$ cat src/hw/rtl/csma_pkg.sv
// Shared types and constants for the carrier-sense backoff controller.
package csma_pkg;

  // Configuration port geometry: three 32-bit registers at byte addresses 0, 4 and 8.
  localparam int unsigned CFG_ADDR_W = 4;
  localparam int unsigned CFG_DATA_W = 32;

  // Reset values of the configuration registers.
  localparam logic [9:0]  RSSI_FLOOR_RST    = 10'd300;
  localparam logic [3:0]  CCA_SAMPLES_RST   = 4'd6;
  localparam logic [15:0] FIRST_BACKOFF_RST = 16'd12;

  // The initial backoff is (random mod START_WAIT_MOD) + 1 ms. The residue logic
  // folds octal digits, which relies on 8 mod 7 being 1, so this value is fixed.
  localparam logic [3:0] START_WAIT_MOD = 4'd7;

  // Upper limit of any congestion backoff.
  localparam logic [15:0] BACKOFF_CAP = 16'd32768;
  localparam logic [15:0] BACKOFF_HALF_CAP = 16'd16384;

  typedef enum logic [1:0] {
    KIND_SEND = 2'd0,
    KIND_TICK = 2'd1,
    KIND_RSSI = 2'd2
  } kind_e;

  typedef enum logic [2:0] {
    ST_NONE       = 3'd0,
    ST_EMPTY      = 3'd1,
    ST_BUSY       = 3'd2,
    ST_INIT_BO    = 3'd3,
    ST_CONGEST_BO = 3'd4,
    ST_SENSING    = 3'd5,
    ST_TRANSMIT   = 3'd6
  } status_e;

  typedef struct packed {
    logic [1:0]  kind;
    logic [15:0] random_value;
    logic [7:0]  packet_size;
    logic [9:0]  rssi_level;
    logic        radio_idle;
  } in_item_t;

  typedef struct packed {
    status_e     status;
    logic [15:0] backoff_ms;
    logic        busy_res;
  } out_item_t;

  typedef struct packed {
    logic [9:0]  rssi_floor;
    logic [3:0]  cca_sample_count;
    logic [15:0] first_congestion_backoff;
  } cfg_t;

endpackage

$ cat src/hw/rtl/csma_cfg_regs.sv
// APB-style configuration registers of the carrier-sense backoff controller.
module csma_cfg_regs
  import csma_pkg::*;
(
  input  logic                  clk_i,
  input  logic                  rst_ni,
  input  logic                  psel,
  input  logic                  penable,
  input  logic                  pwrite,
  input  logic [CFG_ADDR_W-1:0] paddr,
  input  logic [CFG_DATA_W-1:0] pwdata,
  output logic [CFG_DATA_W-1:0] prdata,
  output logic                  pready,
  output cfg_t                  cfg_o
);

  localparam logic [1:0] REG_RSSI_FLOOR    = 2'd0;
  localparam logic [1:0] REG_CCA_SAMPLES   = 2'd1;
  localparam logic [1:0] REG_FIRST_BACKOFF = 2'd2;

  cfg_t       cfg_q;
  logic       wr_en;
  logic [1:0] reg_idx;

  assign pready  = 1'b1;
  assign reg_idx = paddr[3:2];
  assign wr_en   = psel & penable & pwrite & pready;

  always_ff @(posedge clk_i or negedge rst_ni) begin
    if (!rst_ni) begin
      cfg_q.rssi_floor               <= RSSI_FLOOR_RST;
      cfg_q.cca_sample_count         <= CCA_SAMPLES_RST;
      cfg_q.first_congestion_backoff <= FIRST_BACKOFF_RST;
    end else if (wr_en) begin
      case (reg_idx)
        REG_RSSI_FLOOR:    cfg_q.rssi_floor               <= pwdata[9:0];
        REG_CCA_SAMPLES:   cfg_q.cca_sample_count         <= pwdata[3:0];
        REG_FIRST_BACKOFF: cfg_q.first_congestion_backoff <= pwdata[15:0];
        default: ;
      endcase
    end
  end

  always_comb begin
    prdata = '0;
    case (reg_idx)
      REG_RSSI_FLOOR:    prdata = {22'd0, cfg_q.rssi_floor};
      REG_CCA_SAMPLES:   prdata = {28'd0, cfg_q.cca_sample_count};
      REG_FIRST_BACKOFF: prdata = {16'd0, cfg_q.first_congestion_backoff};
      default:           prdata = '0;
    endcase
  end

  assign cfg_o = cfg_q;

endmodule

$ cat src/hw/rtl/csma_core.sv
// Input register, send-state update and result register of the backoff controller.
module csma_core
  import csma_pkg::*;
(
  input  logic      clk_i,
  input  logic      rst_ni,
  input  cfg_t      cfg_i,
  input  logic      in_valid_i,
  output logic      in_stall_o,
  input  in_item_t  in_data_i,
  output logic      out_valid_o,
  input  logic      out_stall_i,
  output out_item_t out_data_o
);

  typedef enum logic [1:0] {
    PH_IDLE    = 2'd0,
    PH_BACKOFF = 2'd1,
    PH_SENSING = 2'd2
  } phase_e;

  function automatic logic [15:0] clamp_backoff(input logic [15:0] v);
    logic [15:0] r;
    if (v == 16'd0) begin
      r = 16'd1;
    end else if (v > BACKOFF_CAP) begin
      r = BACKOFF_CAP;
    end else begin
      r = v;
    end
    return r;
  endfunction

  // Pipeline control
  logic      item_valid_q;
  in_item_t  item_q;
  logic      out_valid_q;
  out_item_t out_q;
  logic      in_take;
  logic      advance;
  logic      step_en;

  // Send state
  phase_e      phase_q, phase_d;
  logic [15:0] remaining_q, remaining_d;
  logic [15:0] next_cong_q, next_cong_d;
  logic [3:0]  clear_cnt_q, clear_cnt_d;
  out_item_t   res;

  // Residue of the random value modulo seven, by summing its octal digits.
  logic [5:0]  dig_sum;
  logic [3:0]  fold1;
  logic [3:0]  fold2;
  logic [2:0]  rnd_mod;
  logic [15:0] start_wait;

  logic [15:0] cur_backoff;
  logic [15:0] dbl_backoff;
  logic        sample_good;
  logic [3:0]  clear_inc;

  assign advance    = ~out_valid_q | ~out_stall_i;
  assign step_en    = item_valid_q & advance;
  assign in_stall_o = item_valid_q & ~advance;
  assign in_take    = in_valid_i & ~in_stall_o;

  always_comb begin
    dig_sum = {3'd0, item_q.random_value[2:0]}   + {3'd0, item_q.random_value[5:3]}
            + {3'd0, item_q.random_value[8:6]}   + {3'd0, item_q.random_value[11:9]}
            + {3'd0, item_q.random_value[14:12]} + {5'd0, item_q.random_value[15]};
    fold1   = {1'b0, dig_sum[5:3]} + {1'b0, dig_sum[2:0]};
    fold2   = {3'd0, fold1[3]} + {1'b0, fold1[2:0]};
    rnd_mod = (fold2 == START_WAIT_MOD) ? 3'd0 : fold2[2:0];
    start_wait = {13'd0, rnd_mod} + 16'd1;
  end

  assign cur_backoff = clamp_backoff(next_cong_q);
  assign dbl_backoff = (cur_backoff > BACKOFF_HALF_CAP) ? BACKOFF_CAP
                                                        : {cur_backoff[14:0], 1'b0};
  assign sample_good = item_q.radio_idle & (item_q.rssi_level >= cfg_i.rssi_floor);
  assign clear_inc   = clear_cnt_q + 4'd1;

  always_comb begin
    phase_d        = phase_q;
    remaining_d    = remaining_q;
    next_cong_d    = next_cong_q;
    clear_cnt_d    = clear_cnt_q;
    res.status     = ST_NONE;
    res.backoff_ms = 16'd0;
    case (item_q.kind)
      KIND_SEND: begin
        if (item_q.packet_size == 8'd0) begin
          res.status = ST_EMPTY;
        end else if (phase_q != PH_IDLE) begin
          res.status = ST_BUSY;
        end else begin
          remaining_d    = start_wait;
          next_cong_d    = clamp_backoff(cfg_i.first_congestion_backoff);
          clear_cnt_d    = 4'd0;
          phase_d        = PH_BACKOFF;
          res.status     = ST_INIT_BO;
          res.backoff_ms = start_wait;
        end
      end
      KIND_TICK: begin
        if (phase_q == PH_BACKOFF) begin
          if (remaining_q <= 16'd1) begin
            remaining_d = 16'd0;
            clear_cnt_d = 4'd0;
            phase_d     = PH_SENSING;
            res.status  = ST_SENSING;
          end else begin
            remaining_d = remaining_q - 16'd1;
          end
        end
      end
      KIND_RSSI: begin
        if (phase_q == PH_SENSING) begin
          if (sample_good) begin
            // A sample count of zero is met by the very first good sample.
            if (clear_inc >= cfg_i.cca_sample_count) begin
              clear_cnt_d = 4'd0;
              phase_d     = PH_IDLE;
              res.status  = ST_TRANSMIT;
            end else begin
              clear_cnt_d = clear_inc;
            end
          end else begin
            remaining_d    = cur_backoff;
            next_cong_d    = dbl_backoff;
            clear_cnt_d    = 4'd0;
            phase_d        = PH_BACKOFF;
            res.status     = ST_CONGEST_BO;
            res.backoff_ms = cur_backoff;
          end
        end
      end
      default: ;
    endcase
    res.busy_res = (phase_d != PH_IDLE);
  end

  always_ff @(posedge clk_i or negedge rst_ni) begin
    if (!rst_ni) begin
      item_valid_q <= 1'b0;
      out_valid_q  <= 1'b0;
      phase_q      <= PH_IDLE;
      remaining_q  <= 16'd0;
      next_cong_q  <= 16'd0;
      clear_cnt_q  <= 4'd0;
    end else begin
      if (in_take) begin
        item_valid_q <= 1'b1;
      end else if (advance) begin
        item_valid_q <= 1'b0;
      end
      if (step_en) begin
        out_valid_q <= 1'b1;
        phase_q     <= phase_d;
        remaining_q <= remaining_d;
        next_cong_q <= next_cong_d;
        clear_cnt_q <= clear_cnt_d;
      end else if (!out_stall_i) begin
        out_valid_q <= 1'b0;
      end
    end
  end

  always_ff @(posedge clk_i) begin
    if (in_take) begin
      item_q <= in_data_i;
    end
    if (step_en) begin
      out_q <= res;
    end
  end

  assign out_valid_o = out_valid_q;
  assign out_data_o  = out_q;

endmodule

$ cat src/hw/rtl/csma_backoff_controller_top.sv
// Top level of the carrier-sense send controller with exponential congestion backoff.
//
// Events (send request, millisecond tick, rssi sample) enter on the input channel
// (in_valid_i / in_stall_o / in_data_i). Every accepted event yields exactly one
// result on the output channel (out_valid_o / out_stall_i / out_data_o) carrying
// the status code, the backoff just armed and the busy flag.
// An event is captured in the input register at its transfer; the state update and
// result are computed from that register and land in the result register. One event
// per cycle is sustained while the receiver does not stall: the combinational update
// between the two registers sets that rate. When the receiver stalls, the result
// register holds its item; the input register still takes one more event, and
// in_stall_o rises only when both registers are full. Reset clears both registers and
// returns the controller to idle with no backoff armed; the configuration registers
// return to floor 300, six clear samples and a first congestion backoff of 12 ms.
// The user must write the APB port only while idle; the block does not enforce it.
module csma_backoff_controller_top
  import csma_pkg::*;
(
  input  logic                  clk_i,
  input  logic                  rst_ni,
  input  logic                  psel,
  input  logic                  penable,
  input  logic                  pwrite,
  input  logic [CFG_ADDR_W-1:0] paddr,
  input  logic [CFG_DATA_W-1:0] pwdata,
  output logic [CFG_DATA_W-1:0] prdata,
  output logic                  pready,
  input  logic                  in_valid_i,
  output logic                  in_stall_o,
  input  in_item_t              in_data_i,
  output logic                  out_valid_o,
  input  logic                  out_stall_i,
  output out_item_t             out_data_o
);

  cfg_t cfg;

  csma_cfg_regs u_cfg_regs (
    .clk_i   (clk_i),
    .rst_ni  (rst_ni),
    .psel    (psel),
    .penable (penable),
    .pwrite  (pwrite),
    .paddr   (paddr),
    .pwdata  (pwdata),
    .prdata  (prdata),
    .pready  (pready),
    .cfg_o   (cfg)
  );

  csma_core u_core (
    .clk_i       (clk_i),
    .rst_ni      (rst_ni),
    .cfg_i       (cfg),
    .in_valid_i  (in_valid_i),
    .in_stall_o  (in_stall_o),
    .in_data_i   (in_data_i),
    .out_valid_o (out_valid_o),
    .out_stall_i (out_stall_i),
    .out_data_o  (out_data_o)
  );

endmodule
$ cat config.mk
export PLATFORM = sky130hd
export DESIGN_NAME = csma_backoff_controller_top
export DESIGN_NICKNAME = d
export VERILOG_FILES = /design/src/hw/rtl/csma_pkg.sv /design/src/hw/rtl/csma_cfg_regs.sv /design/src/hw/rtl/csma_core.sv /design/src/hw/rtl/csma_backoff_controller_top.sv
export SDC_FILE = /design/constraint.sdc
export NUM_CORES = 1
export LEC_CHECK = 0
export BUFFER_PORTS_ARGS = -buffer_cell sky130_fd_sc_hd__buf_2
export CAP_MARGIN = 20
export CORE_MARGIN = 1.5
export CORE_UTILIZATION = 40
export DETAILED_ROUTE_END_ITERATION = 12
export MAX_ROUTING_LAYER = met4
export REMOVE_ABC_BUFFERS = 1
export SLEW_MARGIN = 20
export SYNTH_ARGS = -nofsm -noshare
export SYNTH_HDL_FRONTEND = slang
export SYNTH_HIERARCHICAL = 1
export SYNTH_SLANG_ARGS = --single-unit
$ cat constraint.sdc
create_clock -name clk_i -period 12.9 [get_ports clk_i]
set_clock_uncertainty 0.15 [all_clocks]
set_input_delay 0.645 -clock clk_i [delete_from_list [all_inputs] [get_ports clk_i]]
set_output_delay 0.645 -clock clk_i [all_outputs]
set_load 0.05 [all_outputs]
==> Word-level counts from Yosys, hierarchy flattened <==
Cells that the tools add are included.
{ "totals": {"reg_bits": 127} }
{ "op_classes": {"add_sub_neg": 10, "magnitude_cmp": 6, "n_eq_ne": 14, "muxes": 51, "bitwise": 11, "n_reduce_logical": 16} }
{ "op_table": {"columns": ["operator", "n"], "rows": [
  ["16-bit two-way mux", 18],
  ["16-bit one-hot mux with 3 select lines", 2],
  ["16-bit one-hot mux with 2 select lines", 2],
  ["16-bit > comparator, second input constant", 2],
  ["16-bit zero test", 2],
  ["4-bit two-way mux", 7],
  ["19-bit two-way mux", 1],
  ["6-bit by 3-bit adder with 6-bit output", 3],
  ["16-bit by 15-bit > comparator with 1-bit output, second input constant", 1],
  ["16-bit by 1-bit less-or-equal comparator with 1-bit output, second input constant", 1],
  ["2-bit two-way mux", 8],
  ["16-bit by 1-bit subtractor with 16-bit output, second input constant", 1],
  ["3-bit two-way mux", 5],
  ["7-bit AND reduction", 2],
  ["4-bit one-hot mux with 3 select lines", 1],
  ["10-bit >= comparator", 1],
  ["3-bit one-hot mux with 3 select lines", 1],
  ["3-bit by 3-bit adder with 4-bit output", 2],
  ["8-bit zero test", 1],
  ["2-bit by 1-bit != test with 1-bit output, second input constant", 4],
  ["2-bit nonzero test", 4],
  ["6-bit by 1-bit adder with 6-bit output", 1],
  ["1-bit AND", 6],
  ["2-bit by 1-bit == test with 1-bit output, second input constant", 3],
  ["15 further kinds", 29]
]} }

==> Logic depth before layout (Yosys ltp) <==
Gate-level depths: netlist of run 1.
{ "logic_depth": {"word_depth": 13, "mapped_depth": 20, "ltp_nobuf": 20} }

==> By module <==
The synthesis of run 1 kept the hierarchy.
{ "by_module_without_submodules": {"columns": ["module", "instances", "cells_per_inst", "area_per_inst_um2"], "rows": [
  ["csma_core", 1, 492, 5306.3],
  ["csma_cfg_regs", 1, 118, 1510.2]
]} }

==> Least setup slack after synthesis of run 1 <==
Ideal clock, no wire load.
{ "synth_path": {"path_type": "register to register", "from": "register u_core/item_q[21] (netlist name)", "to": "register u_core.out_q, in the netlist u_core/out_data_o[4] (data pin)", "setup_ns": 0.260, "t_arrival_ns": 4.510, "path_slack_ns": 7.980, "path_stages_with_launch": 18, "n_path_buf": 0, "path_cell_list": "edfxtp_1 fa_1 fa_1 fa_1 ha_1 a21o_1 a21oi_1 xnor2_1 ha_1 a21o_1 a21o_1 ha_1 ha_1 ha_1 a211oi_1 a31oi_1 nor2_1 a2bb2o_1"} }
{ "synth_rtl": {"columns": ["item", "line_no", "source"], "rows": [
  ["from (decl)", "csma_core.sv:36", "in_item_t item_q;"],
  ["from (signal assigned)", "csma_core.sv:171", "item_q <= in_data_i;"],
  ["to (signal assigned)", "csma_core.sv:174", "out_q <= res;"],
  ["to (decl)", "csma_core.sv:38", "out_item_t out_q;"]
]} }

==> metrics, run 1 <==
DRT Pass-1 Iters=4; DRC=0; Final Cell Area=0.00805 mm^2; Slew HR=37.5%; reg2reg start=u_core/item_q[21]$_DFFE_PP_; main combinational cell family by area after synthesis=compound AO/OA/AOI/OAI gates; Detail Placement HPWL=11300 um; Max VDD drop=0.103 mV; Leak=3.50 nW; hold_buf cts=0; Avg WL per Cell=16.5 um; Max Freq=191 MHz; unrepaired setup endpoints after global routing=no; PortBufs=99; fin nets=833; layout cells sized above 1=25.8%; R2R Setup Slk=7670 ps; final worst setup slack=7670 ps; Internal=1.04 mW; Root Buffer=clkbuf_16; Post-synth EDFFs=57; CTS Buf Count=17; final wirelength=15600 um; Hold Vio Cnt, Final=0; CTS clk-pin slew, worst paths=60 ps; clock net sink count=127; postcts setup bufs=0; outcome=complete, no violations; Area growth, synth to finish=18.1%; Hold EP=u_core/item_q[10]$_DFFE_PP_; overall power=1.71 mW; Slew Viols, Final=0; ant diodes=0; Gate power share=37.9%; clock buffer depth=2; Iteration-0 DRC Markers=364; fin crit share=40.5%; PwrDens=212 mW/mm^2; Placed Area=0.00747 mm^2; Synth top area share=25.1%; crit path kind=flip-flop to flip-flop; Hold Crit Depth=1; Post-synth ARST share=55.1%; gpl congestion=0.832; final setup TNS=0 ps; Net Sw Frac=39.0%; min Tclk post-route=5230 ps; mean area per synthesized cell=11.2 um^2; post-synthesis cell type count=70; Clock Latency Late Sink=420 ps; fin util=48.4%; Worst Setup Start Kind=flip-flop; pre-CTS WS=7630 ps; number of gates resized after cts=0; Flop pwr share=35.0%; initial antenna violation count=0; number of global-route vias before repair=4986; compound-cell area share of the yosys netlist=14.6%; register area share after synthesis=51.0%; CORE AREA=0.0166 mm^2; GRT Overall Usage=18.8%; Final setup viols=0; crit-path max FO=2; largest net degree at the start of global routing=71; Synth area leader=edfxtp_1; FF+latch count, synth=127; Post-Synth Adder-Cell Area=8.81%; Critical Path End Type=flip-flop; Synth Area in Simple Gates=12.6%; Yosys Warn Count=6; worst slew pin tran=937 ps; Post-Syn Area=0.00682 mm^2; mux contribution to synthesized area=6.72%; XOR/XNOR Fraction of Synth Area=1.03%; Synth Flop Type=dfrtp_1; Congestion Overflow GR=0; Die Span X=134 um; Routed Antenna Nets=0; Avg Vias per Cell=5.31; crit path DAT=5230 ps; CP Data Required Time=12910 ps; Die Area=0.0178 mm^2; Die Ht=134 um; vias=5017; Mapped Cells=610; top cells by area, synth=edfxtp_1 25%, dfrtp_1 23%, ha_1 5.9%, mux2_2 5.0%, o21ai_0 4.1%; Initial Util=41.0%; row count=47; NetSw=0.667 mW; worst hold slack=251 ps; commonest cells in the netlist=62 x dfrtp_1, 57 x edfxtp_1, 56 x o21ai_0; CTS tree=built; clock group share of total power=27.1%; H-tree Lvls=4; io pins=135; hold path start=in_data_i[10]; top-count cell post-synth=dfrtp_1; max cap viols=0; fillers=1508; cell count after placement=912; worst-case reg-to-reg path depth=17; Final Instance Count excl. Fillers=944; worst hold-check path type=input port to flip-flop; reg2reg end=u_core/out_data_o[4]$_DFFE_PP_; first-pass GRT wire length=25500 um
registers in the layout, indices dropped and copies added, names as in the netlist:
| register | count |
|---|---|
| u_cfg_regs/cfg_o | 30 |
| u_core/out_valid_o | 1 |
| u_core/clear_cnt_q | 4 |
| u_core/item_q | 37 |
| u_core/phase_q | 2 |
| u_core/out_data_o | 20 |
| u_core/item_valid_q | 1 |
| u_core/remaining_q | 16 |
| u_core/next_cong_q | 16 |
how the worst max path moves through the flow:
stage	slack [ps]	depth (start not counted)	to	start
6_report	7670	17	u_core/out_data_o[4]$_DFFE_PP_	u_core/item_q[21]$_DFFE_PP_
5_1_grt	7360	17	u_core/out_data_o[4]$_DFFE_PP_	u_core/item_q[21]$_DFFE_PP_
4_1_cts	7630	17	u_core/out_data_o[4]$_DFFE_PP_	u_core/item_q[21]$_DFFE_PP_
3_5_place_dp	7630	17	u_core/out_data_o[4]$_DFFE_PP_	u_core/item_q[21]$_DFFE_PP_
3_3_place_gp	7800	17	u_core/out_data_o[4]$_DFFE_PP_	u_core/item_q[21]$_DFFE_PP_
2_1_floorplan	7980	17	u_core/out_data_o[4]$_DFFE_PP_	u_core/item_q[21]$_DFFE_PP_
layout make-up:
cell class	instances	area (um^2)	share of cell area, %
Clock inverter	11	86.3	1.07
Tap cell	220	275	3.42
Clock buffer	21	493	6.12
Multi-Input combinational cell	422	3040	37.8
Timing Repair Buffer	105	541	6.71
Inverter	38	143	1.77
Sequential cell	127	3470	43.1
power groups by stage:
stage	logic [mW]	clock network [mW]	registers, mW
3_3_place_gp	0.631	0	0.601
2_1_floorplan	0.472	0	0.597
5_1_grt	0.726	0.490	0.611
4_1_cts	0.651	0.473	0.597
3_5_place_dp	0.647	0	0.605
6_report	0.648	0.464	0.598
cell families after synthesis:
group,after synthesis
and+or+nand+nor,162
AOI/OAI and AO/OA,151
DFF,127
buffers and inverters,76
adders and majority gates,42
muxes,42
xor gates and xnor gates,8
other,2
cells in the final DEF, fill, tap and decap left out, types with 3 or more instances in the layout:
cell / Yosys / routed
buf_2: 2 / 99
dfrtp_1: 62 / 62
edfxtp_1: 57 / 57
o21ai_0: 56 / 56
nand2_1: 44 / 44
nor2_1: 38 / 38
inv_1: 38 / 38
ha_1: 32 / 32
mux2_2: 30 / 30
a21oi_1: 25 / 25
clkbuf_16: 0 / 19
and2_1: 19 / 19
conb_1: 2 / 17
a32oi_1: 15 / 15
mux2i_1: 12 / 12
fa_1: 10 / 10
nor4_1: 9 / 9
a31oi_1: 9 / 9
dfstp_2: 8 / 8
nand2b_1: 8 / 8
nor2b_1: 7 / 7
nand3_1: 7 / 7
nor3_1: 7 / 7
clkinv_2: 0 / 6
buf_4: 17 / 6
xnor2_1: 6 / 6
o211ai_1: 5 / 5
a22oi_1: 5 / 5
or4_1: 4 / 4
a22o_1: 4 / 4
clkinvlp_4: 0 / 3
nand4_1: 3 / 3
a21o_1: 3 / 3
or2_2: 3 / 3
critical path: stages (launching register included):
cell	delay, ps
edfxtp_1	400
fa_1	580
fa_1	450
fa_1	520
ha_1	310
a21o_1	170
a21oi_1	180
xnor2_1	200
ha_1	290
a21o_1	180
a21o_1	170
ha_1	200
ha_1	300
ha_1	170
a211oi_1	80
a31oi_1	210
nor2_1	100
a2bb2o_1	300
per-layer routing:
metal	GRT usage [%]	wire length (um)
met5	-	0
met3	4.22	782
met4	5.62	217
met1	24.2	6940
met2	29.9	7620
Note: power is estimated with default switching activity, not from simulation.
==> run 2, diff against run 1 <==
clock period = 5.3 ns   (was 12.9 ns; I/O delays follow)
==> run 2 against run 1 <==
Effect of this change: utilization rose by 3.6 points; non-clock buffer count grew 57; power rose by 150%; clock power rose by 150%; sequential share of layout area is 3.0 points lower; worst hold slack improved by 89 ps; final cell count grew 6.0%; largest cell class unchanged.
==> metrics, run 2 (same netlist as run 1, synthesis figures left out) <==
largest net degree at the start of global routing=71; Routed Antenna Nets=0; layout cells sized above 1=24.2%; Die Area=0.0178 mm^2; Hold Vio Cnt, Final=0; Slew Viols, Final=0; worst hold-check path type=flip-flop to flip-flop; crit path DAT=5060 ps; io pins=135; Avg WL per Cell=16.2 um; row count=47; Initial Util=41.0%; fillers=1438; CTS clk-pin slew, worst paths=60 ps; H-tree Lvls=4; Final setup viols=0; PortBufs=99; DRC=0; crit path kind=flip-flop to flip-flop; fin nets=890; Max VDD drop=0.240 mV; worst slew pin tran=1050 ps; fin crit share=95.1%; gpl congestion=0.887; initial antenna violation count=0; ant diodes=0; final wirelength=16200 um; min Tclk post-route=5040 ps; max reg flops=37; CORE AREA=0.0166 mm^2; vias=5342; Root Buffer=clkbuf_16; final worst setup slack=257 ps; Leak=3.76 nW; CP Data Required Time=5320 ps; GRT Overall Usage=19.7%; first-pass GRT wire length=26700 um; pre-CTS WS=66.2 ps; clock buffer depth=2; Die Span X=134 um; clock net sink count=127; outcome=complete, no violations; Max Freq=198 MHz; Worst Setup Start Kind=flip-flop; crit-path max FO=2; commonest non-fill, non-tap cell in the layout=buf_2; Avg Vias per Cell=5.34; number of global-route vias before repair=5415; Critical Path End Type=flip-flop; Clock Latency Late Sink=420 ps; overall power=4.23 mW; Slew HR=29.1%; fin util=51.9%; max cap viols=0; Congestion Overflow GR=0; Die Ht=134 um; Area growth, synth to finish=26.8%; PwrDens=489 mW/mm^2; Iteration-0 DRC Markers=350; CTS tree=built; CTS Buf Count=17; largest reg by FF count=u_core/item_q; DRT Pass-1 Iters=5; Detail Placement HPWL=11000 um; commonest cells after routing, fill and taps aside=99 x buf_2, 62 x dfrtp_1, 57 x dlygate4sd3_1, 57 x edfxtp_1, 55 x o21ai_0
[run 2: changes by cell type in the layout (fill, tap and decap cells not counted), sizes merged]
cell         before  now
clkinvlp          3    0
inv              38   39
dlygate4sd3       0   57
clkbuf           21   23
[run 2: routing by layer]
layer / vias to the layer above / global-route usage (%) / routed length (um)
li1: 2519 / - / -
met1: 2580 / 24.6 / 7110
met2: 211 / 30.9 / 7850
met3: 32 / 4.41 / 901
met4: 0 / 8.21 / 350
met5: - / - / 0
[run 2: through the flow]
stage / setup TNS [ps] / instances / cell area (um^2) / hold slack (ps)
after global placement: 0 / 911 / 7460 / 291
after detailed placement: 0 / 911 / 7460 / 293
after CTS: 0 / 1000 / 8620 / 352
final: 0 / 1001 / 8640 / 340
after floorplan: 0 / 587 / 6660 / -181
after global routing: -26.3 / 1001 / 8640 / 369
[run 2: critical path: stages (launching register included)]
cell and delay, ps:
edfxtp_1 390, fa_1 570, fa_1 430, fa_1 500
ha_1 320, a21o_1 190, a21oi_2 170, xnor2_2 150
ha_1 260, a21o_1 180, a21o_1 170, ha_1 200
ha_1 300, ha_1 160, a211oi_1 70, a31oi_1 220
nor2_1 80, a2bb2o_1 290
[run 2: final cells by class]
| class | instances | area, um^2 | share of cell area, % |
|---|---|---|---|
| Sequential cell | 127 | 3470 | 40.2 |
| Multi-Input combinational cell | 422 | 3050 | 35.3 |
| Timing Repair Buffer | 162 | 1110 | 12.9 |
| Clock buffer | 23 | 510 | 5.91 |
| Tap cell | 220 | 275 | 3.18 |
| Inverter | 38 | 143 | 1.65 |
| Clock inverter | 9 | 78.8 | 0.912 |
[run 2: final timing paths]
kind	startpoint	to	slack, ps	cells past startpoint
worst max-delay path	u_core/item_q[21]$_DFFE_PP_	u_core/out_data_o[4]$_DFFE_PP_	260	17
worst min-delay path	u_core/item_valid_q$_DFFE_PN0P_	u_core/out_valid_o$_DFFE_PN0P_	340	1
worst max register to register	u_core/item_q[21]$_DFFE_PP_	u_core/out_data_o[4]$_DFFE_PP_	260	17
worst min register to register	u_core/item_valid_q$_DFFE_PN0P_	u_core/out_valid_o$_DFFE_PN0P_	340	1
max in group asynchronous	rst_ni	u_core/remaining_q[8]$_DFFE_PN0P_	3930	3
min in group asynchronous	rst_ni	u_core/out_valid_o$_DFFE_PN0P_	460	3
[run 2: repair_timing]
action | CTS | global route
hold buffers | 57 | 0
setup endpoints to repair | 0 | 4
setup buffers | 0 | 1
hold endpoints to repair | 131 | 0
gates resized for setup | 0 | 3
[run 2: power by group]
part	internal, mW	switching, mW
clock network	0.723	0.419
logic	0.628	0.999
registers	1.24	0.220
total	2.59	1.64
